## src/rtl/lcr_pkg.sv

```systemverilog
// Shared types and constants for the line cell rasterizer.
// No dependencies; the files that use it refer to this package by scoped names.
`timescale 1ns / 1ps

package lcr_pkg;

    // Spans and step indexes never exceed 63 cells.
    localparam int SPAN_BITS = 6;
    // Holds the rounding remainder plus one doubled minor step (at most 251).
    localparam int REM_BITS  = 8;

    // Classification of one line, produced by the front end.
    typedef struct packed {
        logic major_y;   // major axis is y
        logic maj_neg;   // major coordinate decreases
        logic min_neg;   // minor coordinate decreases
        logic too_long;  // span exceeds the step limit
    } line_flags_t;

    typedef enum logic {
        ST_IDLE,
        ST_RUN
    } back_state_t;

endpackage

```

## src/rtl/lcr_front.sv

```systemverilog
// Front end of the line cell rasterizer: takes endpoint requests and classifies them.
// Depends on lcr_pkg for the flag struct and span width.
`timescale 1ns / 1ps

module lcr_front #(
    parameter int COORD_BITS = 10,
    parameter int MAX_STEPS  = 63
) (
    input  logic                          in_valid,
    output logic                          in_ready,
    input  logic [COORD_BITS-1:0]         start_x,
    input  logic [COORD_BITS-1:0]         start_y,
    input  logic [COORD_BITS-1:0]         end_x,
    input  logic [COORD_BITS-1:0]         end_y,
    input  logic                          queue_full,
    output logic                          push,
    output lcr_pkg::line_flags_t          flags,
    output logic [lcr_pkg::SPAN_BITS-1:0] span,
    output logic [lcr_pkg::SPAN_BITS-1:0] minor_span,
    output logic [COORD_BITS-1:0]         start_major,
    output logic [COORD_BITS-1:0]         start_minor
);

    localparam int EXT_W = (COORD_BITS > lcr_pkg::SPAN_BITS) ? COORD_BITS : lcr_pkg::SPAN_BITS;

    logic                  x_neg;
    logic                  y_neg;
    logic [COORD_BITS-1:0] abs_dx;
    logic [COORD_BITS-1:0] abs_dy;
    logic                  major_y;
    logic [EXT_W-1:0]      span_ext;
    logic [EXT_W-1:0]      minor_ext;

    assign in_ready = !queue_full;
    assign push     = in_valid && !queue_full;

    always_comb
    begin
        x_neg     = end_x < start_x;
        y_neg     = end_y < start_y;
        abs_dx    = x_neg ? (start_x - end_x) : (end_x - start_x);
        abs_dy    = y_neg ? (start_y - end_y) : (end_y - start_y);
        // Ties between the axes go to x.
        major_y   = abs_dy > abs_dx;
        span_ext  = EXT_W'(major_y ? abs_dy : abs_dx);
        minor_ext = EXT_W'(major_y ? abs_dx : abs_dy);

        flags.major_y  = major_y;
        flags.maj_neg  = major_y ? y_neg : x_neg;
        flags.min_neg  = major_y ? x_neg : y_neg;
        flags.too_long = span_ext > EXT_W'(MAX_STEPS);

        span        = span_ext[lcr_pkg::SPAN_BITS-1:0];
        minor_span  = minor_ext[lcr_pkg::SPAN_BITS-1:0];
        start_major = major_y ? start_y : start_x;
        start_minor = major_y ? start_x : start_y;
    end

endmodule

```

## src/rtl/lcr_queue.sv

```systemverilog
// Small register queue that decouples the front end from the stepping back end.
// Generic payload; no package dependencies.
`timescale 1ns / 1ps

module lcr_queue #(
    parameter int WIDTH = 40,
    parameter int DEPTH = 2
) (
    input  logic             clk,
    input  logic             rst_n,
    input  logic             push,
    input  logic [WIDTH-1:0] push_data,
    output logic             full,
    input  logic             pop,
    output logic             empty,
    output logic [WIDTH-1:0] pop_data
);

    localparam int PTR_W = (DEPTH > 1) ? $clog2(DEPTH) : 1;
    localparam int CNT_W = $clog2(DEPTH + 1);

    logic [WIDTH-1:0] entry_reg [DEPTH];
    logic [PTR_W-1:0] wr_ptr_reg;
    logic [PTR_W-1:0] wr_ptr_next;
    logic [PTR_W-1:0] rd_ptr_reg;
    logic [PTR_W-1:0] rd_ptr_next;
    logic [CNT_W-1:0] count_reg;
    logic [CNT_W-1:0] count_next;
    logic             do_push;
    logic             do_pop;

    assign full     = count_reg == CNT_W'(DEPTH);
    assign empty    = count_reg == '0;
    assign pop_data = entry_reg[rd_ptr_reg];
    assign do_push  = push && !full;
    assign do_pop   = pop && !empty;

    always_comb
    begin
        wr_ptr_next = wr_ptr_reg;
        rd_ptr_next = rd_ptr_reg;
        count_next  = count_reg;
        if (do_push)
        begin
            wr_ptr_next = (wr_ptr_reg == PTR_W'(DEPTH - 1)) ? '0 : wr_ptr_reg + 1'b1;
        end
        if (do_pop)
        begin
            rd_ptr_next = (rd_ptr_reg == PTR_W'(DEPTH - 1)) ? '0 : rd_ptr_reg + 1'b1;
        end
        if (do_push && !do_pop)
        begin
            count_next = count_reg + 1'b1;
        end
        else if (do_pop && !do_push)
        begin
            count_next = count_reg - 1'b1;
        end
    end

    always_ff @(posedge clk or negedge rst_n)
    begin
        if (!rst_n)
        begin
            wr_ptr_reg <= '0;
            rd_ptr_reg <= '0;
            count_reg  <= '0;
        end
        else
        begin
            wr_ptr_reg <= wr_ptr_next;
            rd_ptr_reg <= rd_ptr_next;
            count_reg  <= count_next;
        end
    end

    always_ff @(posedge clk)
    begin
        if (do_push)
        begin
            entry_reg[wr_ptr_reg] <= push_data;
        end
    end

endmodule

```

## src/rtl/lcr_back.sv

```systemverilog
// Back end of the line cell rasterizer: steps the major axis, one cell per cycle while
// the output is free. Uses lcr_pkg for the flag struct, widths and the state enum.
`timescale 1ns / 1ps

module lcr_back #(
    parameter int COORD_BITS = 10
) (
    input  logic                          clk,
    input  logic                          rst_n,
    input  logic                          cmd_empty,
    output logic                          cmd_pop,
    input  lcr_pkg::line_flags_t          cmd_flags,
    input  logic [lcr_pkg::SPAN_BITS-1:0] cmd_span,
    input  logic [lcr_pkg::SPAN_BITS-1:0] cmd_minor_span,
    input  logic [COORD_BITS-1:0]         cmd_start_major,
    input  logic [COORD_BITS-1:0]         cmd_start_minor,
    output logic                          out_valid,
    input  logic                          out_ready,
    output logic [COORD_BITS-1:0]         point_x,
    output logic [COORD_BITS-1:0]         point_y,
    output logic                          last,
    output logic                          too_long
);

    localparam int SB = lcr_pkg::SPAN_BITS;
    localparam int RB = lcr_pkg::REM_BITS;

    lcr_pkg::back_state_t state_reg;
    lcr_pkg::back_state_t state_next;

    // Line held while stepping.
    lcr_pkg::line_flags_t  flags_reg;
    logic [SB-1:0]         span_reg;
    logic [RB-1:0]         two_minor_reg;
    logic [RB-1:0]         two_span_reg;
    logic [SB-1:0]         step_reg;
    logic [RB-1:0]         rem_reg;
    logic [COORD_BITS-1:0] major_reg;
    logic [COORD_BITS-1:0] minor_reg;

    // Output register.
    logic                  out_valid_reg;
    logic [COORD_BITS-1:0] point_x_reg;
    logic [COORD_BITS-1:0] point_y_reg;
    logic                  last_reg;
    logic                  too_long_reg;

    logic                  out_free;
    logic                  load;
    logic                  advance;
    logic [SB-1:0]         step_adv;
    logic [RB-1:0]         rem_sum;
    logic                  minor_moves;
    logic [RB-1:0]         rem_adv;
    logic [COORD_BITS-1:0] major_adv;
    logic [COORD_BITS-1:0] minor_adv;
    logic                  last_adv;

    assign out_free  = !out_valid_reg || out_ready;
    assign out_valid = out_valid_reg;
    assign point_x   = point_x_reg;
    assign point_y   = point_y_reg;
    assign last      = last_reg;
    assign too_long  = too_long_reg;

    // Next state.
    always_comb
    begin
        state_next = state_reg;
        unique case (state_reg)
            lcr_pkg::ST_IDLE:
            begin
                if (load && !cmd_flags.too_long && (cmd_span != '0))
                begin
                    state_next = lcr_pkg::ST_RUN;
                end
            end
            lcr_pkg::ST_RUN:
            begin
                if (advance && last_adv)
                begin
                    state_next = lcr_pkg::ST_IDLE;
                end
            end
            default:
            begin
                state_next = lcr_pkg::ST_IDLE;
            end
        endcase
    end

    // Control outputs.
    always_comb
    begin
        load    = 1'b0;
        advance = 1'b0;
        unique case (state_reg)
            lcr_pkg::ST_IDLE: load    = !cmd_empty && out_free;
            lcr_pkg::ST_RUN:  advance = out_free;
            default:
            begin
                load    = 1'b0;
                advance = 1'b0;
            end
        endcase
    end

    assign cmd_pop = load;

    // One step: the remainder gains twice the minor span; reaching twice the
    // span moves the minor coordinate by one cell.
    always_comb
    begin
        step_adv    = step_reg + 1'b1;
        rem_sum     = rem_reg + two_minor_reg;
        minor_moves = rem_sum >= two_span_reg;
        rem_adv     = minor_moves ? (rem_sum - two_span_reg) : rem_sum;
        major_adv   = flags_reg.maj_neg ? (major_reg - 1'b1) : (major_reg + 1'b1);
        if (minor_moves)
        begin
            minor_adv = flags_reg.min_neg ? (minor_reg - 1'b1) : (minor_reg + 1'b1);
        end
        else
        begin
            minor_adv = minor_reg;
        end
        last_adv = step_adv == span_reg;
    end

    always_ff @(posedge clk or negedge rst_n)
    begin
        if (!rst_n)
        begin
            state_reg     <= lcr_pkg::ST_IDLE;
            out_valid_reg <= 1'b0;
        end
        else
        begin
            state_reg <= state_next;
            if (load || advance)
            begin
                out_valid_reg <= 1'b1;
            end
            else if (out_ready)
            begin
                out_valid_reg <= 1'b0;
            end
        end
    end

    always_ff @(posedge clk)
    begin
        if (load)
        begin
            flags_reg     <= cmd_flags;
            span_reg      <= cmd_span;
            two_minor_reg <= RB'({cmd_minor_span, 1'b0});
            two_span_reg  <= RB'({cmd_span, 1'b0});
            step_reg      <= '0;
            rem_reg       <= RB'(cmd_span);
            major_reg     <= cmd_start_major;
            minor_reg     <= cmd_start_minor;
            if (cmd_flags.too_long)
            begin
                point_x_reg  <= '0;
                point_y_reg  <= '0;
                last_reg     <= 1'b1;
                too_long_reg <= 1'b1;
            end
            else
            begin
                point_x_reg  <= cmd_flags.major_y ? cmd_start_minor : cmd_start_major;
                point_y_reg  <= cmd_flags.major_y ? cmd_start_major : cmd_start_minor;
                last_reg     <= cmd_span == '0;
                too_long_reg <= 1'b0;
            end
        end
        else if (advance)
        begin
            step_reg     <= step_adv;
            rem_reg      <= rem_adv;
            major_reg    <= major_adv;
            minor_reg    <= minor_adv;
            point_x_reg  <= flags_reg.major_y ? minor_adv : major_adv;
            point_y_reg  <= flags_reg.major_y ? major_adv : minor_adv;
            last_reg     <= last_adv;
            too_long_reg <= 1'b0;
        end
    end

endmodule

```

## src/rtl/line_cell_rasterizer.sv

```systemverilog
// The first cell of a line reaches the master side through the queue entry and then the
// back end's output register, when the stepper is idle and no earlier line is queued.
// The stepping back end emits a line of span S as S+1 cells, one cell a cycle while the
// master side takes them; a too-long line gives one result; the stepper sets the rate.
// Reset (rst_n, asynchronous, active low) empties the queue, idles the stepper and
// drops m_tvalid; payload registers are not reset.
// Top level of the line cell rasterizer; uses lcr_pkg, lcr_front, lcr_queue, lcr_back.
`timescale 1ns / 1ps

module line_cell_rasterizer #(
    parameter int COORD_BITS = 10,
    parameter int MAX_STEPS  = 63
) (
    input  logic                                   clk,
    input  logic                                   rst_n,
    input  logic                                   s_tvalid,
    output logic                                   s_tready,
    // Fields from bit 0 up: start_x, start_y, end_x, end_y, zero fill.
    input  logic [((4 * COORD_BITS + 7) / 8) * 8 - 1:0] s_tdata,
    output logic                                   m_tvalid,
    input  logic                                   m_tready,
    // Fields from bit 0 up: point_x, point_y, zero fill.
    output logic [((2 * COORD_BITS + 7) / 8) * 8 - 1:0] m_tdata,
    // Marks the final cell of a line.
    output logic                                   m_tlast,
    // Field: too_long (the line's span exceeds MAX_STEPS; no cells follow).
    output logic                                   m_tuser
);

    localparam int SB     = lcr_pkg::SPAN_BITS;
    localparam int OUT_W  = ((2 * COORD_BITS + 7) / 8) * 8;
    localparam int FLAG_W = $bits(lcr_pkg::line_flags_t);
    // One queue entry: flags, span, minor span, start major, start minor.
    localparam int CMD_W  = FLAG_W + 2 * SB + 2 * COORD_BITS;

    // Unpacked request fields.
    logic [COORD_BITS-1:0] start_x;
    logic [COORD_BITS-1:0] start_y;
    logic [COORD_BITS-1:0] end_x;
    logic [COORD_BITS-1:0] end_y;

    assign start_x = s_tdata[COORD_BITS-1:0];
    assign start_y = s_tdata[2*COORD_BITS-1:COORD_BITS];
    assign end_x   = s_tdata[3*COORD_BITS-1:2*COORD_BITS];
    assign end_y   = s_tdata[4*COORD_BITS-1:3*COORD_BITS];

    // Classified line from the front end.
    logic                  push;
    logic                  queue_full;
    lcr_pkg::line_flags_t  front_flags;
    logic [SB-1:0]         front_span;
    logic [SB-1:0]         front_minor_span;
    logic [COORD_BITS-1:0] front_start_major;
    logic [COORD_BITS-1:0] front_start_minor;

    // The front end accepts a request whenever the queue has room, so a new
    // line is taken while the back end is still stepping the previous one.
    lcr_front #(
        .COORD_BITS (COORD_BITS),
        .MAX_STEPS  (MAX_STEPS)
    ) u_front (
        .in_valid    (s_tvalid),
        .in_ready    (s_tready),
        .start_x     (start_x),
        .start_y     (start_y),
        .end_x       (end_x),
        .end_y       (end_y),
        .queue_full  (queue_full),
        .push        (push),
        .flags       (front_flags),
        .span        (front_span),
        .minor_span  (front_minor_span),
        .start_major (front_start_major),
        .start_minor (front_start_minor)
    );

    logic [CMD_W-1:0]      push_data;
    logic [CMD_W-1:0]      pop_data;
    logic                  cmd_pop;
    logic                  cmd_empty;
    lcr_pkg::line_flags_t  cmd_flags;
    logic [SB-1:0]         cmd_span;
    logic [SB-1:0]         cmd_minor_span;
    logic [COORD_BITS-1:0] cmd_start_major;
    logic [COORD_BITS-1:0] cmd_start_minor;

    assign push_data = {front_flags, front_span, front_minor_span,
                        front_start_major, front_start_minor};
    assign {cmd_flags, cmd_span, cmd_minor_span, cmd_start_major, cmd_start_minor} = pop_data;

    // Two entries are enough to hide the hand-over between lines.
    lcr_queue #(
        .WIDTH (CMD_W),
        .DEPTH (2)
    ) u_queue (
        .clk       (clk),
        .rst_n     (rst_n),
        .push      (push),
        .push_data (push_data),
        .full      (queue_full),
        .pop       (cmd_pop),
        .empty     (cmd_empty),
        .pop_data  (pop_data)
    );

    logic [COORD_BITS-1:0] point_x;
    logic [COORD_BITS-1:0] point_y;

    // The back end owns the output register; it emits one cell a cycle while
    // the master side takes them, and holds otherwise.
    lcr_back #(
        .COORD_BITS (COORD_BITS)
    ) u_back (
        .clk             (clk),
        .rst_n           (rst_n),
        .cmd_empty       (cmd_empty),
        .cmd_pop         (cmd_pop),
        .cmd_flags       (cmd_flags),
        .cmd_span        (cmd_span),
        .cmd_minor_span  (cmd_minor_span),
        .cmd_start_major (cmd_start_major),
        .cmd_start_minor (cmd_start_minor),
        .out_valid       (m_tvalid),
        .out_ready       (m_tready),
        .point_x         (point_x),
        .point_y         (point_y),
        .last            (m_tlast),
        .too_long        (m_tuser)
    );

    // Pack the cell into the data bus, zero filled up to whole bytes.
    assign m_tdata = OUT_W'({point_y, point_x});

endmodule

```

## config.mk

```make
export PLATFORM = sky130hd
export DESIGN_NAME = line_cell_rasterizer
export DESIGN_NICKNAME = d
export VERILOG_FILES = /design/src/rtl/lcr_pkg.sv /design/src/rtl/lcr_front.sv /design/src/rtl/lcr_queue.sv /design/src/rtl/lcr_back.sv /design/src/rtl/line_cell_rasterizer.sv
export SDC_FILE = /design/constraint.sdc
export NUM_CORES = 1
export LEC_CHECK = 0
export BUFFER_PORTS_ARGS = -buffer_cell sky130_fd_sc_hd__buf_2
export CAP_MARGIN = 20
export CORE_ASPECT_RATIO = 0.5
export CORE_MARGIN = 1.5
export CORE_UTILIZATION = 45
export DETAILED_ROUTE_END_ITERATION = 8
export HOLD_SLACK_MARGIN = 0.02
export PLACE_DENSITY = 0.6
export SLEW_MARGIN = 20
export SYNTH_ARGS = -nofsm -noshare
export SYNTH_HDL_FRONTEND = slang
export SYNTH_HIERARCHICAL = 1
export SYNTH_SLANG_ARGS = --single-unit
```

## constraint.sdc

```tcl
create_clock -name clk -period 5.41 [get_ports clk]
set_input_delay 0.541 -clock clk [delete_from_list [all_inputs] [get_ports clk]]
set_output_delay 0.541 -clock clk [all_outputs]
set_load 0.01 [all_outputs]
```

==> impl_metrics.json, run 1 <==
{
  "status": "finished clean",
  "ys_ff_latch": 149,
  "post-route-period-util_pct": 82.8,
  "rsz0062_at_grt": "false",
  "fin_ws_ps": 931,
  "die_height_um": 109,
  "wl_per_cell_um": 17.2,
  "maxCapViolations": 0,
  "crit_chain": "buf_2 > inv_1 > ha_1 > inv_1 > fa_1 > and3_1 > o211ai_2 > a21boi_1 > nor2_2 > buf_4 > mux2i_1 > inv_1 > ha_1 > nor2b_1 > o21ai_1 > nand2b_1 > a21oi_1 > o211ai_1 > o311a_2 > buf_4 > mux2_2",
  "dpl.hpwl_um": 17200,
  "numCtsBuffers": 17,
  "cp-start-kind": "primary input",
  "row_count": 38,
  "synth.largest_area_cell": "edfxtp_1",
  "wl_um": 22700,
  "grt_pass1_wl_um": 35500,
  "initial_utilization_pct": 46.1,
  "final_layout_size_suffix_gt1_share_pct": 16.1,
  "hold_violations": 0,
  "num_antenna_cells": 0,
  "first_pass_iters": 6,
  "post_cts_buffers": 0,
  "p_total_mw": 7.52,
  "drtAntennaViolNets": 0,
  "cts_root_buf": "clkbuf_16",
  "grt_overflow_total": 0,
  "p_leak_nw": 4.66,
  "path_clk_slew_ps": 70,
  "syn_area_sq_mm": 0.0100,
  "clkLatencyLatePin_ps": 420,
  "cp.required_ps": 5580,
  "final_core_util_pct": 51.3,
  "avgSynthCellArea_sq_um": 10.6,
  "grt_max_degree": 47,
  "fin_nets": 1133,
  "clockBufferDepth": 2,
  "io_pins": 72,
  "yosysSeqAreaShare_pct": 43.5,
  "htreeDepth": 4,
  "place_ws_ps": 492,
  "port-buffer-count": 67,
  "hp-class": "primary input to flop",
  "vias": 7075,
  "fmax_mhz": 223,
  "async_flop_share_pct": 4.03,
  "yosys_most_used_dff": "edfxtp_1",
  "die_area_sq_mm": 0.0232,
  "crit_top_cell": "inv_1",
  "fp.dieW_um": 214,
  "area_delta_synth_final_pct": 11.3,
  "fill_cells": 2027,
  "grt_usage_pct": 19.8,
  "endpoint_kind": "flop",
  "worstPathArrival_ps": 4650,
  "routed_via_density": 5.38,
  "hold_buffers": 1,
  "fin_skew_ps": 9.49,
  "instances_no_fill": 1316,
  "synth_common_cells": "edfxtp_1, ha_1, nand2_1, inv_1, nor2_1",
  "crit_type": "primary input to flop",
  "synthCells": 949,
  "grt_pass1_vias": 6610,
  "first_iter_violations": 605,
  "powerDensity_mw_per_mm2": 673,
  "max_slew_margin_pct": 30.8,
  "netlist.area_leader.share_pct": 40.4,
  "cts_tree": "done",
  "core-area_sq_mm": 0.0218,
  "antenna_found_initial": 0,
  "cts.sinks": 149,
  "min_period_ps": 4480,
  "worst_slew_pin_slew_ps": 1040,
  "slowest_stage": "o311a_2",
  "synth_most_common_cell": "edfxtp_1",
  "dp.cells": 1283,
  "drc": 0,
  "cp_slowest_stage_delay_ps": 420,
  "routabilityCongestion": 0.838,
  "synthTopCellsByArea": "edfxtp_1, ha_1, mux2i_1",
  "largest_reg_flops": 72,
  "crit_fanout": 28,
  "ys_warn_count": 6,
  "fin_tns_setup_ps": 0,
  "maxSlewViolCount": 0,
  "synth_edf_count": 135,
  "peakVddDrop_uv": 406,
  "setup_viol": 0,
  "synth_cell_types": 76,
  "cts_resized": 0
}
## worst max-delay path, delay by kind of cell
kind / cells / cell delay (ps)
AO/OA/AOI/OAI: 6 / 1020
buffers and inverters: 6 / 860
adder cells (fa/ha/maj): 3 / 830
multiplexers: 2 / 700
AND/OR/NAND/NOR: 4 / 680
## cell usage in the layout (no fill, tap or decap), types with 10 or more instances in the layout
cell	Yosys	layout
a21oi_1	50	50
o21ai_0	57	57
o21ai_1	27	27
nor2_1	61	60
nand2b_1	10	10
and3_1	10	10
a21o_1	14	14
mux2_4	29	29
nand3_1	14	14
nand2_1	78	77
inv_1	74	74
xnor2_1	30	30
clkbuf_16	0	17
nor2b_1	18	18
o21a_1	10	10
xor2_1	19	19
edfxtp_1	135	135
mux2i_1	44	44
buf_2	10	67
nor3_1	11	11
ha_1	78	78
mux2_2	11	11
## power breakdown
part	internal [mW]	total, mW	leakage (nW)	switching (mW)
Clock	0.655	1.17	0.284	0.515
Combinational	1.67	4.08	2.98	2.41
Sequential	2.06	2.27	1.40	0.210
Total	4.38	7.52	4.66	3.14
## area by class of cell
cell class / count / area [sq um] / share of cell area (%)
clock inverters: 15 / 161 / 1.45
multi-input cells: 684 / 5150 / 46.1
flip-flops and latches: 149 / 4370 / 39.1
inverters: 75 / 282 / 2.52
clock buffers: 17 / 425 / 3.81
repair buffers: 76 / 405 / 3.63
well taps: 300 / 375 / 3.36
## metal layers
metal  wire [um]  vias up  GRT usage, %
li1            -     3529             -
met1       11900     3381          29.6
met2        9680      155          30.0
met3         990       10          4.14
met4         104        0          3.22
met5           0        -             0
## worst paths after layout
kind	slack, ps	end	cells after the start	startpoint
setup / recovery	930	u_queue/entry_reg[1][33]	21	s_tdata[30]
hold / removal	420	u_back/out_valid	4	m_tready
setup reg to reg	1360	u_back/point_y[8]	12	u_back/two_minor_reg[1]
hold reg to reg	500	u_back/rem_reg[6]	2	u_back/rem_reg[6]
max in group asynchronous	4750	u_queue/rd_ptr_reg	2	rst_n
min in group asynchronous	480	u_back/out_valid	2	rst_n
## through the flow
stage	area [sq um]	hold WS, ps
after global placement	10600	398
after CTS	11200	398
final	11200	421
after floorplan	10000	245
after global routing	11200	462
after detailed placement	10600	393
## logic make-up after synthesis
logic type | count (synthesis) | share of synthesized area (%)
adder cells (fa/ha/maj) | 86 | 11.3
buffers and inverters | 119 | 5.36
other | 1 | 0.0374
AND/OR/NAND/NOR | 229 | 10.8
multiplexers | 85 | 10.1
AO/OA/AOI/OAI | 231 | 14.6
flip-flops | 149 | 43.5
XOR/XNOR | 49 | 4.28
No activity file was read; power rests on OpenSTA's default activity.
==> inputs of run 2 (changes only) <==
PLACE_DENSITY = 0.63   (was 0.6)
clock period = 4.08 ns   (was 5.41 ns; I/O delays follow)
==> impl_metrics.json, run 2 (same netlist as run 1, synthesis figures left out) <==
{
  "status": "finished clean",
  "vias": 7412,
  "grt_pass1_wl_um": 36200,
  "core-area_sq_mm": 0.0218,
  "grt_usage_pct": 20.1,
  "worstPathArrival_ps": 3990,
  "p_total_mw": 10.1,
  "cts_root_buf": "clkbuf_16",
  "area_delta_synth_final_pct": 14.9,
  "final_common_cell": "edfxtp_1",
  "first_iter_violations": 519,
  "fin_nets": 1182,
  "die_area_sq_mm": 0.0232,
  "cp-start-kind": "flop",
  "instances_no_fill": 1365,
  "wl_per_cell_um": 16.8,
  "grt_pass1_vias": 6953,
  "first_pass_iters": 5,
  "path_clk_slew_ps": 70,
  "max_slew_margin_pct": 55.0,
  "dp.cells": 1332,
  "min_period_ps": 3830,
  "post_cts_buffers": 0,
  "seq_area_sq_mm": 0.00437,
  "numCtsBuffers": 17,
  "post_dp_cell_area_sq_mm": 0.0109,
  "htreeDepth": 4,
  "endpoint_kind": "flop",
  "layout_common_cells": "edfxtp_1, ha_1, nand2_1, inv_1, buf_2",
  "hp-class": "primary input to flop",
  "clkLatencyLatePin_ps": 430,
  "antenna_found_initial": 0,
  "design_area_sq_mm": 0.0115,
  "row_count": 38,
  "io_pins": 72,
  "final_core_util_pct": 52.9,
  "routed_via_density": 5.43,
  "setup_viol": 0,
  "p_leak_nw": 4.89,
  "initial_utilization_pct": 46.1,
  "rsz0062_at_grt": "false",
  "num_antenna_cells": 0,
  "fill_cells": 1972,
  "whs_ps": 308,
  "worst_slew_pin_slew_ps": 674,
  "dpl.hpwl_um": 17700,
  "cp.required_ps": 4240,
  "crit_type": "flop to flop",
  "multi_input_area_sq_mm": 0.00514,
  "grt_max_degree": 45,
  "post-route-period-util_pct": 93.9,
  "maxSlewViolCount": 0,
  "clockBufferDepth": 2,
  "port-buffer-count": 67,
  "die_height_um": 109,
  "wl_um": 22900,
  "fmax_mhz": 261,
  "hold_violations": 0,
  "peakVddDrop_uv": 373,
  "routabilityCongestion": 0.924,
  "maxCapViolations": 0,
  "cts_tree": "done",
  "fin_skew_ps": 13.1,
  "fp.dieW_um": 214,
  "final_layout_size_suffix_gt1_share_pct": 19.8,
  "powerDensity_mw_per_mm2": 873,
  "crit_fanout": 14,
  "drtAntennaViolNets": 0,
  "largest_reg_flops": 72,
  "cts.sinks": 149,
  "cts_resized": 0,
  "grt_overflow_total": 0,
  "drc": 0
}
[run 2: cell count changes in the layout (fill, tap and decap cells not counted), sizes merged]
cell,before,now
clkinv,3,6
inv,84,82
bufinv,1,0
buf,75,124
[run 2: final timing paths]
path                                    startpoint                 end  slack (ps)  cells past startpoint
max in group asynchronous                    rst_n  u_queue/rd_ptr_reg        3560                      2
hold reg to reg                 u_back/step_reg[5]  u_back/step_reg[5]         500                      2
hold / removal                            m_tready    u_back/out_valid         310                      4
setup reg to reg           u_back/two_minor_reg[1]   u_back/point_y[3]         250                     13
setup / recovery           u_back/two_minor_reg[1]   u_back/point_y[3]         250                     13
min in group asynchronous                    rst_n  u_queue/wr_ptr_reg         340                      2
[run 2: cell type report]
class / count / share of cell area [%]
well taps: 300 / 3.26
clock inverters: 15 / 1.23
repair buffers: 125 / 6.82
inverters: 75 / 2.44
flip-flops and latches: 149 / 37.9
clock buffers: 17 / 3.69
multi-input cells: 684 / 44.7
[run 2: power breakdown]
part	internal, mW	leakage (nW)	switching [mW]
clock network	0.806	0.273	0.679
logic	2.39	3.21	3.17
registers	2.73	1.40	0.289
total	5.93	4.89	4.13
[run 2: metrics by stage]
step / setup WS (ps) / setup TNS (ps)
2_1_floorplan: 49.0 / 0
3_3_place_gp: 42.0 / 0
3_5_place_dp: -63.8 / -738
4_1_cts: 271 / 0
5_1_grt: 29.9 / 0
6_report: 250 / 0
[run 2: critical path, stage by stage, from the launching register on]
cell,delay [ps]
edfxtp_1,400
ha_1,240
fa_1,430
a211oi_2,320
o21a_1,200
ha_1,270
and3_1,200
o21ai_0,120
a41oi_1,250
nor2_4,400
mux2i_1,430
mux2i_1,150
nand2_1,90
o31ai_1,70
[run 2: layer usage]
layer | wire (um) | vias up | GRT usage, % | part of all wire (%)
met5 | 0 | - | 0 | 0
li1 | - | 3643 | - | -
met1 | 11700 | 3549 | 29.5 | 51
met4 | 184 | 0 | 4.73 | 0.80
met2 | 9840 | 205 | 31.0 | 43
met3 | 1180 | 15 | 3.46 | 5.1
[run 2: repair_timing]
item | CTS | global route
endpoints found under the hold margin | 6 | 0
setup endpoints to repair | 0 | 0
hold buffers | 1 | 0
